<file path="src/hdl/transport_checksum_pseudo_header_core_macros.svh">
// Assertion macros shared by the checksum core.
`ifndef TRANSPORT_CHECKSUM_PSEUDO_HEADER_CORE_MACROS_SVH
`define TRANSPORT_CHECKSUM_PSEUDO_HEADER_CORE_MACROS_SVH

// Clocked check, disabled while reset is held.
`define TCPH_ASSERT(label, prop, msg) \
    label: assert property (@(posedge i_clk) disable iff (!i_rst_n) prop) else $error(msg);

// Clocked check that also holds during reset.
`define TCPH_ASSERT_ALWAYS(label, prop, msg) \
    label: assert property (@(posedge i_clk) prop) else $error(msg);

`endif

</file>
<file path="src/hdl/tcph_pkg.sv">
// Widths, constants and types for the transport checksum core.
package tcph_pkg;

    localparam int WORD_W  = 16;
    localparam int PROTO_W = 8;

    localparam logic [WORD_W-1:0]  ONES_MAX    = 16'hFFFF;
    localparam logic [WORD_W-1:0]  TAIL_MASK   = 16'hFF00;
    localparam logic [PROTO_W-1:0] PROTO_RESET = 8'd6;

    // Input stage contents: word (masked when single byte), first and last flags and the folded pseudo header seed.
    typedef struct packed {
        logic [WORD_W-1:0] word;
        logic              first;
        logic [WORD_W-1:0] seed;
        logic              last;
    } t_stage;

endpackage

</file>
<file path="src/hdl/tcph_if.sv">
// Valid/ready channels for packet words in and checksums out.
interface tcph_in_if
    import tcph_pkg::*;
();
    logic              valid;
    logic              ready;
    logic [WORD_W-1:0] data_word;
    logic              first_word;
    logic [WORD_W-1:0] segment_length;
    logic              single_byte;
    logic              last_word;

    modport source (
        output valid, data_word, first_word, segment_length, single_byte, last_word,
        input  ready
    );
    modport sink (
        input  valid, data_word, first_word, segment_length, single_byte, last_word,
        output ready
    );
endinterface

interface tcph_out_if
    import tcph_pkg::*;
();
    logic              valid;
    logic              ready;
    logic [WORD_W-1:0] checksum;

    modport source (
        output valid, checksum,
        input  ready
    );
    modport sink (
        input  valid, checksum,
        output ready
    );
endinterface

</file>
<file path="src/hdl/transport_checksum_pseudo_header_core.sv">
// A last word's checksum is registered in the output register from the input stage once the output side is free.
// Throughput: one word per cycle; a word stalls only when a finished checksum is still
// waiting in the output register and the word in the input stage is itself a last word.
// Reset (synchronous, active low) clears both stage valids and the running sum to zero
// and sets the protocol number to 6.
`include "transport_checksum_pseudo_header_core_macros.svh"

module transport_checksum_pseudo_header_core
    import tcph_pkg::*;
(
    input  logic               i_clk,
    input  logic               i_rst_n,
    input  logic               i_cfg_we,
    input  logic [PROTO_W-1:0] i_cfg_wdata,
    tcph_in_if.sink            i_word_ch,
    tcph_out_if.source         o_sum_ch
);

    logic [PROTO_W-1:0] r_proto;
    t_stage             r_s1;
    logic               r_s1_valid;
    logic [WORD_W-1:0]  r_sum;
    logic               r_out_valid;
    logic [WORD_W-1:0]  r_out_checksum;

    logic [WORD_W:0]    w_seed_raw;
    t_stage             n_s1;
    logic               w_out_free;
    logic               w_consume;
    logic               w_accept;
    logic [WORD_W-1:0]  w_acc;
    logic [WORD_W:0]    w_sum_raw;
    logic [WORD_W-1:0]  n_sum;
    logic [WORD_W-1:0]  n_checksum;

    // Fold protocol plus length at the input so stage two does one add.
    always_comb begin
        w_seed_raw = {1'b0, {(WORD_W-PROTO_W){1'b0}}, r_proto}
                   + {1'b0, i_word_ch.segment_length};
        n_s1.word  = i_word_ch.single_byte ? (i_word_ch.data_word & TAIL_MASK)
                                           : i_word_ch.data_word;
        n_s1.first = i_word_ch.first_word;
        n_s1.last  = i_word_ch.last_word;
        if (w_seed_raw > {1'b0, ONES_MAX}) begin
            n_s1.seed = WORD_W'(w_seed_raw - {1'b0, ONES_MAX});
        end else begin
            n_s1.seed = w_seed_raw[WORD_W-1:0];
        end
    end

    // Words without a result never wait on the output side.
    assign w_out_free = !r_out_valid || o_sum_ch.ready;
    assign w_consume  = r_s1_valid && (!r_s1.last || w_out_free);
    assign w_accept   = i_word_ch.valid && i_word_ch.ready;

    assign i_word_ch.ready = !r_s1_valid || w_consume;

    always_comb begin
        w_acc     = r_s1.first ? r_s1.seed : r_sum;
        w_sum_raw = {1'b0, w_acc} + {1'b0, r_s1.word};
        if (w_sum_raw > {1'b0, ONES_MAX}) begin
            n_sum = WORD_W'(w_sum_raw - {1'b0, ONES_MAX});
        end else begin
            n_sum = w_sum_raw[WORD_W-1:0];
        end
        // Complement of 0xFFFF is zero, which goes out as 0xFFFF.
        n_checksum = (n_sum == ONES_MAX) ? ONES_MAX : ~n_sum;
    end

    always_ff @(posedge i_clk) begin
        if (!i_rst_n) begin
            r_proto     <= PROTO_RESET;
            r_s1_valid  <= 1'b0;
            r_sum       <= '0;
            r_out_valid <= 1'b0;
        end else begin
            if (i_cfg_we) begin
                r_proto <= i_cfg_wdata;
            end
            if (i_word_ch.ready) begin
                r_s1_valid <= i_word_ch.valid;
            end
            if (w_consume) begin
                r_sum <= n_sum;
            end
            if (w_consume && r_s1.last) begin
                r_out_valid <= 1'b1;
            end else if (o_sum_ch.ready) begin
                r_out_valid <= 1'b0;
            end
        end
    end

    always_ff @(posedge i_clk) begin
        if (w_accept) begin
            r_s1 <= n_s1;
        end
        if (w_consume && r_s1.last) begin
            r_out_checksum <= n_checksum;
        end
    end

    assign o_sum_ch.valid    = r_out_valid;
    assign o_sum_ch.checksum = r_out_checksum;

    `TCPH_ASSERT(a_sum_hold, !w_consume |=> $stable(r_sum), "running sum moved with no word")
    `TCPH_ASSERT(a_out_source, $rose(r_out_valid) |-> $past(r_s1_valid && r_s1.last), "result without last word")
    `TCPH_ASSERT(a_no_zero, r_out_valid |-> (r_out_checksum != '0), "zero checksum emitted")
    `TCPH_ASSERT_ALWAYS(a_rst_clear, !i_rst_n |=> (!r_out_valid && !r_s1_valid && (r_sum == '0)), "reset left state")

endmodule
</file>
<file path="src/flat_wrapper.sv">
// flat-port wrapper written by rule: the top's interface ports become plain ports
module transport_checksum_pseudo_header_core_flat import tcph_pkg::*;
  (i_clk, i_rst_n, i_cfg_we, i_cfg_wdata, i_word_ch_valid, i_word_ch_data_word, i_word_ch_first_word, i_word_ch_segment_length, i_word_ch_single_byte, i_word_ch_last_word, i_word_ch_ready, o_sum_ch_valid, o_sum_ch_checksum, o_sum_ch_ready);
  tcph_in_if i_word_ch_i ();
  tcph_out_if o_sum_ch_i ();
  input  logic i_clk;
  input  logic i_rst_n;
  input  logic i_cfg_we;
  input  logic [PROTO_W-1:0] i_cfg_wdata;
  input wire logic [$bits(i_word_ch_i.valid)-1:0] i_word_ch_valid;
  input wire logic [$bits(i_word_ch_i.data_word)-1:0] i_word_ch_data_word;
  input wire logic [$bits(i_word_ch_i.first_word)-1:0] i_word_ch_first_word;
  input wire logic [$bits(i_word_ch_i.segment_length)-1:0] i_word_ch_segment_length;
  input wire logic [$bits(i_word_ch_i.single_byte)-1:0] i_word_ch_single_byte;
  input wire logic [$bits(i_word_ch_i.last_word)-1:0] i_word_ch_last_word;
  output wire logic [$bits(i_word_ch_i.ready)-1:0] i_word_ch_ready;
  output wire logic [$bits(o_sum_ch_i.valid)-1:0] o_sum_ch_valid;
  output wire logic [$bits(o_sum_ch_i.checksum)-1:0] o_sum_ch_checksum;
  input wire logic [$bits(o_sum_ch_i.ready)-1:0] o_sum_ch_ready;
  assign i_word_ch_i.valid = i_word_ch_valid;
  assign i_word_ch_i.data_word = i_word_ch_data_word;
  assign i_word_ch_i.first_word = i_word_ch_first_word;
  assign i_word_ch_i.segment_length = i_word_ch_segment_length;
  assign i_word_ch_i.single_byte = i_word_ch_single_byte;
  assign i_word_ch_i.last_word = i_word_ch_last_word;
  assign i_word_ch_ready = i_word_ch_i.ready;
  assign o_sum_ch_valid = o_sum_ch_i.valid;
  assign o_sum_ch_checksum = o_sum_ch_i.checksum;
  assign o_sum_ch_i.ready = o_sum_ch_ready;
  transport_checksum_pseudo_header_core u_core (.i_clk(i_clk), .i_rst_n(i_rst_n), .i_cfg_we(i_cfg_we), .i_cfg_wdata(i_cfg_wdata), .i_word_ch(i_word_ch_i), .o_sum_ch(o_sum_ch_i));
endmodule
</file>
<file path="config.mk">
export PLATFORM = sky130hd
export DESIGN_NAME = transport_checksum_pseudo_header_core_flat
export DESIGN_NICKNAME = d
export VERILOG_FILES = /design/src/hdl/tcph_pkg.sv /design/src/hdl/tcph_if.sv /design/src/hdl/transport_checksum_pseudo_header_core.sv /design/src/flat_wrapper.sv
export VERILOG_INCLUDE_DIRS = /design/src /design/src/hdl
export SDC_FILE = /design/constraint.sdc
export NUM_CORES = 1
export LEC_CHECK = 0
export ABC_AREA = 0
export CORE_UTILIZATION = 40
export CTS_CLUSTER_DIAMETER = 50
export CTS_CLUSTER_SIZE = 16
export DETAILED_ROUTE_END_ITERATION = 6
export DONT_BUFFER_PORTS = 1
export PLACE_DENSITY = 0.57
export SLEW_MARGIN = 20
export SYNTH_ARGS = -nofsm -noshare
export SYNTH_HDL_FRONTEND = slang
export SYNTH_SLANG_ARGS = --single-unit
</file>
<file path="constraint.sdc">
create_clock -name i_clk -period 9.7 [get_ports i_clk]
set_clock_uncertainty 0.2 [all_clocks]
set_input_delay 2.91 -clock i_clk [delete_from_list [all_inputs] [get_ports i_clk]]
set_output_delay 2.91 -clock i_clk [all_outputs]
set_load 0.02 [all_outputs]
</file>
=== After elaboration in Yosys (flattened, before gate mapping) ===
Index checks and enable logic that the tools add are counted.

* Register bits after elaboration: 76
* Bits of input ports: 48
* Output and inout port bits: 18
* Word-level logic and storage cells: 33

* $add $sub $neg: 4
* Magnitude comparators: 2
* Equality and inequality tests: 1
* Mux-type cells: 5
* Bitwise logic cells: 1
* Reductions and logical operators: 10

{| class="wikitable"
|+ Operators by type and width
! cell !! count
|-
| 16-bit 2-to-1 mux || 3
|-
| 17-bit by 16-bit greater-than comparator with 1-bit output (second input constant) || 2
|-
| 16-bit subtractor (second input constant) || 2
|-
| 16-bit by 16-bit adder with 17-bit output || 1
|-
| 8-bit by 16-bit adder with 17-bit output || 1
|-
| 16-bit == test (second input constant) || 1
|-
| 16-bit NOT || 1
|-
| 1-bit logical AND || 3
|-
| 1-bit logical NOT || 3
|-
| 1-bit logical OR || 3
|-
| 1-bit 2-to-1 mux || 2
|-
| 2-bit nonzero test || 1
|}

=== Longest topological paths before layout ===
Gate-level depths: netlist (run 1).

* Depth after elaboration: 6
* Gate-level depth with buffers: 18
* Gate-level depth less buffers: 13

=== Worst setup path after synthesis (run 1) ===
Ideal clock, no wire load.

* Path type: input to output
* From: input o_sum_ch_ready
* To: output i_word_ch_ready
* Data arrival time: 3330 ps
* Required time: 6590 ps
* Path slack: 3260 ps
* Stages on the path: 2
* Path buffers: 0
* Cell sequence: nor2b_1 -> nand3_1

* Longest elaborated chain between the ends: 4

{| class="wikitable"
|+ RTL lines
! element !! line !! source
|-
| from (decl) || flat_wrapper.sv:19 || <nowiki>input wire logic [$bits(o_sum_ch_i.ready)-1:0] o_sum_ch_ready;</nowiki>
|-
| 1-bit logical OR || transport_checksum_pseudo_header_core.sv:52 || <nowiki>assign w_out_free = !r_out_valid || o_sum_ch.ready;</nowiki>
|-
| 1-bit logical OR || transport_checksum_pseudo_header_core.sv:53 || <nowiki>assign w_consume = r_s1_valid && (!r_s1.last || w_out_free);</nowiki>
|-
| 1-bit logical AND || transport_checksum_pseudo_header_core.sv:53 ||
|-
| 1-bit logical OR || transport_checksum_pseudo_header_core.sv:56 || <nowiki>assign i_word_ch.ready = !r_s1_valid || w_consume;</nowiki>
|-
| to (decl) || flat_wrapper.sv:16 || <nowiki>output wire logic [$bits(i_word_ch_i.ready)-1:0] i_word_ch_ready;</nowiki>
|}

Every way passes these cells.

=== Worst setup path in the final report (run 1) ===
Ends and elaborated chain as after synthesis.

==> flow_metrics.env, run 1 <==
export IMPL_place_congestion=0.8337
export IMPL_report_final_slew_viol_count=0
export IMPL_multiInputGateArea_um2=2954
export IMPL_grt_antenna_before_repair=3
export IMPL_cts_tree="yes"
export IMPL_max_slew_margin_rel_pct=30.32
export IMPL_synth_area_leaders="edfxtp_1, dfxtp_1, ha_1, xnor2_1, mux2_2"
export IMPL_ctsHoldBuffers=0
export IMPL_fmax_mhz=150.6
export IMPL_synth_simple_area_share_pct=17.53
export IMPL_port_buffers=0
export IMPL_finalCritPeriodShare_pct=68.46
export IMPL_ys_seq_area_share_pct=39.78
export IMPL_synth_mux_area_share_pct=5.539
export IMPL_place_ws_ns=3.081
export IMPL_cp_max_fo=4
export IMPL_synth_top_family_by_area="compound AO/OA/AOI/OAI gates"
export IMPL_syn_avg_cell_area_um2=10.19
export IMPL_m1WireLength_um=4955
export IMPL_wire_per_inst_um=15.90
export IMPL_seq_area_um2=2022
export IMPL_ys_ff_latch=76
export IMPL_post_cts_setup_buffers=0
export IMPL_crit_type="primary input to output pin"
export IMPL_path_delay_family="simple AND/OR/NAND/NOR gates"
export IMPL_p_leak_nw=2.196
export IMPL_finalSetupViolCount=0
export IMPL_ys_flop_type="edfxtp_1"
export IMPL_hold_path_class="register to register"
export IMPL_rows=40
export IMPL_cts_buffers=9
export IMPL_path_buf_inv=0
export IMPL_clk_pin_slew_ns=0.06
export IMPL_fin_tns_setup_ns=0
export IMPL_vias=3661
export IMPL_ios=66
export IMPL_max_stage_delay_ns=0.32
export IMPL_synthXorXnorAreaFrac_pct=8.075
export IMPL_drt_pass1_iterations=5
export IMPL_grt_use_total_pct=17.68
export IMPL_synth_compound_area_share_pct=19.50
export IMPL_nets=568
export IMPL_die_y_um=114.7
export IMPL_max_cap_viol_count=0
export IMPL_met2_length_um=4852
export IMPL_die_w_um=114.7
export IMPL_synth_cell_types=70
export IMPL_root_buffer="clkbuf_16"
export IMPL_drc=0
export IMPL_clock_sinks=76
export IMPL_yosys_area_top_type="edfxtp_1"
export IMPL_critPathCaptureType="output pin"
export IMPL_start_kind="primary input"
export IMPL_drt_total_wl_um=10620
export IMPL_ant_nets=0
export IMPL_drive_gt1_share_pct=12.47
export IMPL_synth_fp_nets=575
export IMPL_dp_hpwl_um=8058
export IMPL_path_cells="nor2b_1 -> nand3_1"
export IMPL_ys_async_sr_fraction_pct=0
export IMPL_synth_cell_area_um2=5082
export IMPL_vdd_drop_max_mv=0.09923
export IMPL_outcome="completed"
export IMPL_required_ns=6.59
export IMPL_synth_cells=499
export IMPL_critical_path_slowest_cell="nor2b_1"
export IMPL_area_growth_pct=9.183
export IMPL_route_met3_wl_um=586
export IMPL_rsz0062_at_grt="false"
export IMPL_layout_min_cycle_time_ns=6.641
export IMPL_hold_viol_final=0
export IMPL_drt_iter0_drc=147
export IMPL_grt_max_degree=35
export IMPL_routed_via_density=5.481
export IMPL_h_tree_depth=3
export IMPL_synthAdderAreaFrac_pct=7.189
export IMPL_tightest_slew_ns=1.041
export IMPL_grt_pass1_wl_um=17630
export IMPL_synth_warnings=0
export IMPL_grt_overflow=0
export IMPL_cts_max_path_buffers=2
export IMPL_arrival_ns=3.53
export IMPL_start_util_pct=41.62
export IMPL_synth_edf_count=50
export IMPL_core_um2=12210
export IMPL_hold_slack_ns=0.2884
export IMPL_fillers=1219
export IMPL_yosysTopAreaCellShare_pct=29.54
export IMPL_p_per_area_nw_per_um2=185.3
export IMPL_cts_resized=0
export IMPL_worstSkewPairLatency_ns=0.35
export IMPL_die_area_um2=13160
export IMPL_setup_slack_ns=3.059
export IMPL_grt_pass1_vias=3560
export IMPL_top_layer_used="met4"
-- path summary, 6_finish.rpt --
path                            depth (start not counted)  slack, ns                     endpoint       startpoint
worst min-delay path                                    2       0.29              u_core.r_sum[2]  u_core.r_sum[2]
worst min register to register                          2       0.29              u_core.r_sum[2]  u_core.r_sum[2]
worst max register to register                         14       3.68  u_core.o_sum_ch.checksum[0]  u_core.r_s1[17]
worst max-delay path                                    2       3.06              i_word_ch_ready   o_sum_ch_ready
-- report_power, final --
part	switching (mW)	internal, mW
sequential	0.0173	0.378
combinational	0.175	0.121
clock	0.136	0.200
total	0.329	0.699
-- cells in the mapped netlist (all sizes together), types with 3 or more instances --
| master | number |
|---|---|
| o21bai | 14 |
| clkbuf | 14 |
| nand2 | 40 |
| nand3 | 15 |
| a21o | 14 |
| a21boi | 10 |
| a31oi | 3 |
| and3 | 13 |
| mux2 | 17 |
| o211a | 7 |
| or2 | 4 |
| nor2b | 16 |
| nor2 | 27 |
| xor2 | 17 |
| xnor2 | 29 |
| nor3 | 14 |
| buf | 6 |
| edfxtp | 50 |
| o211ai | 5 |
| a211oi | 4 |
| nor3b | 3 |
| dfxtp | 26 |
| a21oi | 25 |
| o21ai | 23 |
| ha | 26 |
| o2111ai | 5 |
| nor4 | 10 |
| and2 | 5 |
| inv | 7 |
| mux2i | 9 |
-- cell families (layout without fill, tap and decap cells) --
group / Yosys count / after routing
other: 0 / 3
muxes: 26 / 26
AOI/OAI and AO/OA: 133 / 133
adders and majority gates: 28 / 28
and+or+nand+nor: 163 / 163
xor gates and xnor gates: 46 / 46
DFF: 76 / 76
buffers and inverters: 27 / 25
-- layer usage --
| layer | up-vias | global-route usage, % |
|---|---|---|
| li1 | 1875 | - |
| met1 | 1677 | 21.77 |
| met2 | 95 | 28.24 |
| met3 | 14 | 5.664 |
| met4 | 0 | 8.225 |
| met5 | - | 0 |
-- metrics by stage --
step,cells,instance area (µm²),power [mW],utilization (%)
floorplan,499,5082,0.6382,-
global placement,648,5220,0.6933,42.75
detailed placement,648,5220,0.6953,42.75
CTS,664,5514,1.037,45.15
global route,668,5549,1.084,45.44
finish,668,5549,1.028,45.44
-- layout by cell type (no fill, tap or decap), drive strengths merged, types with 5 or more instances in the layout --
cell / n
and2: 5
a21oi: 25
ha: 26
nor2: 27
o211ai: 5
nor4: 10
edfxtp: 50
o211a: 7
a21o: 14
nand3: 15
and3: 13
xnor2: 29
dfxtp: 26
clkbuf: 10
inv: 8
nor3: 14
nand2: 40
mux2: 17
o21bai: 14
o2111ai: 5
a21boi: 10
mux2i: 9
xor2: 17
o21ai: 23
nor2b: 16
-- state kept, by name, summed over array words and instances, names as in the netlist --
register and cells:
u_core.r_s1 34, u_core.o_sum_ch.checksum 16, u_core.r_sum 16, u_core.r_proto 8, u_core.o_sum_ch.valid 1, u_core.r_s1_valid 1
-- layout make-up --
cell class                 instances  area share (%)
multi-input combinational        396           53.24
antenna                            3          0.1353
tap                              168           3.788
clock inverter                     6           1.172
clock buffer                      10           4.126
sequential                        76           36.44
inverter                           7          0.4735
timing repair buffer               2          0.6313
Power figures use the tool's default switching activity.
==> run 2, diff against run 1 <==
==> constraint.sdc (replaced) <==
create_clock -name i_clk -period 6.2 [get_ports i_clk]
set_clock_uncertainty 0.2 [all_clocks]
set_input_delay 1.86 -clock i_clk [delete_from_list [all_inputs] [get_ports i_clk]]
set_output_delay 1.86 -clock i_clk [all_outputs]
set_load 0.02 [all_outputs]
==> flow_metrics.env, run 2 (synthesis gave the netlist of run 1 again) <==
export IMPL_clk_pin_slew_ns=0.06
export IMPL_vdd_drop_max_mv=0.1291
export IMPL_crit_end="u_core.o_sum_ch.checksum[15]"
export IMPL_h_tree_depth=3
export IMPL_p_leak_nw=2.208
export IMPL_rsz0062_at_grt="false"
export IMPL_r2r_start="u_core.r_s1[17]"
export IMPL_clock_sinks=76
export IMPL_hold_path_class="register to register"
export IMPL_holdPathStages=2
export IMPL_grt_pass1_vias=3741
export IMPL_grt_max_degree=35
export IMPL_nets=568
export IMPL_wire_per_inst_um=16.40
export IMPL_cts_max_path_buffers=2
export IMPL_routed_via_density=5.621
export IMPL_drt_pass1_iterations=4
export IMPL_die_w_um=114.7
export IMPL_cts_tree="yes"
export IMPL_ctsHoldBuffers=0
export IMPL_final_util_pct=45.55
export IMPL_die_y_um=114.7
export IMPL_fin_tns_setup_ns=0
export IMPL_drt_iter0_drc=188
export IMPL_port_buffers=0
export IMPL_tightest_slew_ns=1.055
export IMPL_fmax_mhz=176.2
export IMPL_max_slew_margin_rel_pct=29.40
export IMPL_cts_buffers=9
export IMPL_drive_gt1_share_pct=12.27
export IMPL_ff2ff_setup_slack_ns=0.52
export IMPL_layout_min_cycle_time_ns=5.676
export IMPL_required_ns=6.18
export IMPL_diodes=0
export IMPL_p_per_area_nw_per_um2=295.6
export IMPL_max_cap_viol_count=0
export IMPL_final_common_cell="edfxtp_1"
export IMPL_top_register="u_core.r_s1"
export IMPL_ant_nets=0
export IMPL_report_final_slew_viol_count=0
export IMPL_hold_viol_final=0
export IMPL_grt_pass1_wl_um=18040
export IMPL_r2r_end="u_core.o_sum_ch.checksum[15]"
export IMPL_dp_hpwl_um=8487
export IMPL_layout_common_cells="edfxtp_1, nand2_1, xnor2_1"
export IMPL_drc=0
export IMPL_vias=3738
export IMPL_critPathCaptureType="register"
export IMPL_cts_resized=0
export IMPL_post_cts_setup_buffers=0
export IMPL_worstSkewPairLatency_ns=0.35
export IMPL_crit_type="register to register"
export IMPL_start_kind="register"
export IMPL_fillers=1179
export IMPL_largest_reg_flops=34
export IMPL_place_congestion=0.8605
export IMPL_grt_overflow=0
export IMPL_ios=66
export IMPL_area_growth_pct=9.454
export IMPL_grt_use_total_pct=18.11
export IMPL_ff2ff_path_depth=13
export IMPL_start_util_pct=41.62
export IMPL_hp_start="u_core.r_sum[2]"
export IMPL_root_buffer="clkbuf_16"
export IMPL_die_area_um2=13160
export IMPL_arrival_ns=5.65
export IMPL_finalSetupViolCount=0
export IMPL_cp_max_fo=16
export IMPL_seq_area_um2=2022
export IMPL_multiInputGateArea_um2=2954
export IMPL_outcome="completed"
export IMPL_rows=40
export IMPL_cp_startpoint="u_core.r_s1[17]"
export IMPL_grt_antenna_before_repair=0
export IMPL_core_um2=12210
export IMPL_drt_total_wl_um=10910
export IMPL_finalCritPeriodShare_pct=91.55
-- run 2: report_power, final --
group / internal, mW / switching [mW] / leakage (nW)
sequential: 0.592 / 0.0271 / 0.697
clock: 0.353 / 0.205 / 0.155
combinational: 0.190 / 0.278 / 1.36
-- run 2: per-stage QoR --
stage               area, µm²  power [mW]  hold slack, ns  cells  worst slack [ns]
floorplan                5082      0.9985          0.2315    499             1.383
global route             5563       1.732          0.3097    665          0.006491
detailed placement       5220       1.092          0.2769    648            0.5053
CTS                      5535       1.659          0.2838    664            0.4668
finish                   5563       1.645          0.2805    665            0.5239
global placement         5220       1.089          0.2673    648            0.6711
-- run 2: cell type report --
class                           instances  share of cell area [%]
Sequential cell                        76                   36.35
Tap cell                              168                   3.779
Clock buffer                           10                   4.116
Timing Repair Buffer                    2                  0.6298
Inverter                                7                  0.4723
Multi-Input combinational cell        396                   53.10
Clock inverter                          6                   1.552
-- run 2: worst min-delay path by stage --
stage	endpoint
3_5_place_dp	u_core.r_sum[7]
2_1_floorplan	u_core.r_sum[13]
4_1_cts	u_core.r_sum[2]
3_3_place_gp	u_core.r_proto[2]
6_report	u_core.r_sum[2]
5_1_grt	u_core.r_sum[13]
-- run 2: layer usage --
metal,global-route usage [%],wire [µm]
met5,0,0
met4,9.524,307
met3,4.182,502
met2,28.89,4960
met1,22.90,5135
-- run 2: worst max-delay path, cell delays in order (launching register included) --
cell      delay (ns)
edfxtp_1        0.80
mux2_2          0.41
ha_1            0.22
fa_1            0.43
a21o_1          0.20
a221oi_1        0.37
xnor2_1         0.22
and4_1          0.30
or3b_2          0.54
nor4_4          0.63
nor2_4          0.12
o41ai_4         0.40
nand3b_2        0.36
o21ai_0         0.30
==> run 3, diff against run 2 <==
--- a/config.mk
+++ b/config.mk
@@ -8,6 +8,7 @@
 export LEC_CHECK = 0
 export ABC_AREA = 0
 export CORE_UTILIZATION = 40
+export CTS_BUF_LIST = sky130_fd_sc_hd__clkbuf_4
 export CTS_CLUSTER_DIAMETER = 50
 export CTS_CLUSTER_SIZE = 16
 export DETAILED_ROUTE_END_ITERATION = 6
==> flow_metrics.env, run 3 (synthesis gave the netlist of run 1 again) <==
export IMPL_fin_cells=668
export IMPL_place_congestion=0.8605
export IMPL_cts_resized=0
export IMPL_r2r_end="u_core.o_sum_ch.checksum[15]"
export IMPL_crit_end="u_core.o_sum_ch.checksum[15]"
export IMPL_fillers=1196
export IMPL_max_slew_margin_rel_pct=26.74
export IMPL_hold_viol_final=0
export IMPL_clock_sinks=76
export IMPL_grt_pass1_vias=3738
export IMPL_grt_max_degree=35
export IMPL_grt_pass1_wl_um=18020
export IMPL_report_final_slew_viol_count=0
export IMPL_fmax_mhz=189.6
export IMPL_grt_use_total_pct=18.01
export IMPL_largest_reg_flops=34
export IMPL_finalSetupViolCount=0
export IMPL_holdPathStages=2
export IMPL_vdd_drop_max_mv=0.1213
export IMPL_required_ns=6.32
export IMPL_cp_max_fo=16
export IMPL_ff2ff_path_depth=13
export IMPL_drt_iter0_drc=202
export IMPL_routed_via_density=5.590
export IMPL_stdcell_area_um2=5431
export IMPL_tightest_slew_ns=1.095
export IMPL_hold_path_class="register to register"
export IMPL_crit_type="register to register"
export IMPL_outcome="completed"
export IMPL_die_y_um=114.7
export IMPL_critical_path_slowest_cell="nor4_4"
export IMPL_setup_slack_ns=0.9244
export IMPL_port_buffers=0
export IMPL_worstSkewPairLatency_ns=0.47
export IMPL_diodes=0
export IMPL_ctsHoldBuffers=0
export IMPL_layout_common_cells="edfxtp_1, nand2_1, xnor2_1"
export IMPL_top_register="u_core.r_s1"
export IMPL_rows=40
export IMPL_ant_nets=0
export IMPL_final_common_cell="edfxtp_1"
export IMPL_hold_slack_ns=0.2850
export IMPL_core_um2=12210
export IMPL_drt_total_wl_um=10900
export IMPL_start_util_pct=41.62
export IMPL_fin_tns_setup_ns=0
export IMPL_p_total_mw=1.439
export IMPL_area_growth_pct=6.869
export IMPL_cp_common_cell="nor4_4"
export IMPL_cp_startpoint="u_core.r_s1[17]"
export IMPL_dpl_instance_area_um2=5220
export IMPL_p_per_area_nw_per_um2=265.0
export IMPL_cts_max_path_buffers=2
export IMPL_drc=0
export IMPL_clk_pin_slew_ns=0.13
export IMPL_drt_pass1_iterations=4
export IMPL_cts_buffers=9
export IMPL_grt_antenna_before_repair=0
export IMPL_place_ws_ns=0.5053
export IMPL_nets=571
export IMPL_cts_tree="yes"
export IMPL_ff2ff_setup_slack_ns=0.92
export IMPL_layout_min_cycle_time_ns=5.276
export IMPL_die_w_um=114.7
export IMPL_h_tree_depth=3
export IMPL_dp_cells=648
export IMPL_r2r_start="u_core.r_s1[17]"
export IMPL_root_buffer="clkbuf_4"
export IMPL_path_cells="buf_4 -> mux2_2 -> ha_1 -> or2_1 -> and3_4 -> or4_4 -> nor4_4 -> o2111ai_2 -> nor4_4 -> nor2_4 -> o41ai_4 -> nand3b_2 -> o21ai_0"
export IMPL_ios=66
export IMPL_wire_per_inst_um=16.32
export IMPL_rsz0062_at_grt="false"
export IMPL_max_cap_viol_count=0
export IMPL_grt_overflow=0
export IMPL_vias=3734
export IMPL_arrival_ns=5.39
export IMPL_dp_hpwl_um=8487
export IMPL_critPathCaptureType="register"
export IMPL_final_util_pct=44.48
export IMPL_start_kind="register"
export IMPL_p_leak_nw=2.157
export IMPL_drive_gt1_share_pct=13.00
export IMPL_finalCritPeriodShare_pct=85.09
export IMPL_max_stage_delay_ns=0.69
export IMPL_die_area_um2=13160
==> run 3: cell count changes in the layout (fill, tap and decap cells not counted), sizes merged <==
cell / change
buf: +3
==> run 3: cell type report <==
type	count	area, µm²	share of cell area (%)
clock buffers	10	75.07	1.382
well taps	168	210.2	3.870
clock inverters	6	86.33	1.589
inverters	7	26.28	0.4838
repair buffers	5	57.56	1.060
flip-flops and latches	76	2022	37.23
multi-input cells	396	2954	54.39
==> run 3: what timing repair did <==
action	CTS	global route
endpoints found under the setup margin	0	6
buffers inserted	0	3
hold endpoints to repair	0	0
==> run 3: worst max-delay path: cells and delay by family (launching register included) <==
family	cells	cell delay, ns
adder cells (fa/ha/maj)	1	0.35
multiplexers	1	0.34
flip-flops	1	0.43
AND/OR/NAND/NOR	7	2.64
buffers and inverters	1	0.18
AO/OA/AOI/OAI	3	0.98
==> run 3: worst min-delay path by stage <==
stage	start	to	slack, ns
after floorplan	u_core.r_sum[13]	u_core.r_sum[13]	0.23
after global placement	u_core.r_proto[2]	u_core.r_proto[2]	0.27
after detailed placement	u_core.r_sum[7]	u_core.r_sum[7]	0.28
after CTS	u_core.r_sum[2]	u_core.r_sum[2]	0.29
after global routing	u_core.r_sum[13]	u_core.r_sum[13]	0.32
final	u_core.r_sum[2]	u_core.r_sum[2]	0.28
==> run 3: where the power goes <==
part / total [mW] / switching (mW) / internal, mW / leakage, nW
sequential: 0.616 / 0.0253 / 0.591 / 0.697
combinational: 0.472 / 0.281 / 0.191 / 1.37
clock: 0.352 / 0.183 / 0.169 / 0.0888
total: 1.44 / 0.489 / 0.950 / 2.16
==> run 3: per-layer routing <==
metal	share of wire [%]	wire length (µm)	global-route usage, %
met4	2.7	295	9.610
met5	0	0	0
met3	4.7	514	4.129
met1	47	5078	22.57
met2	46	5013	28.97
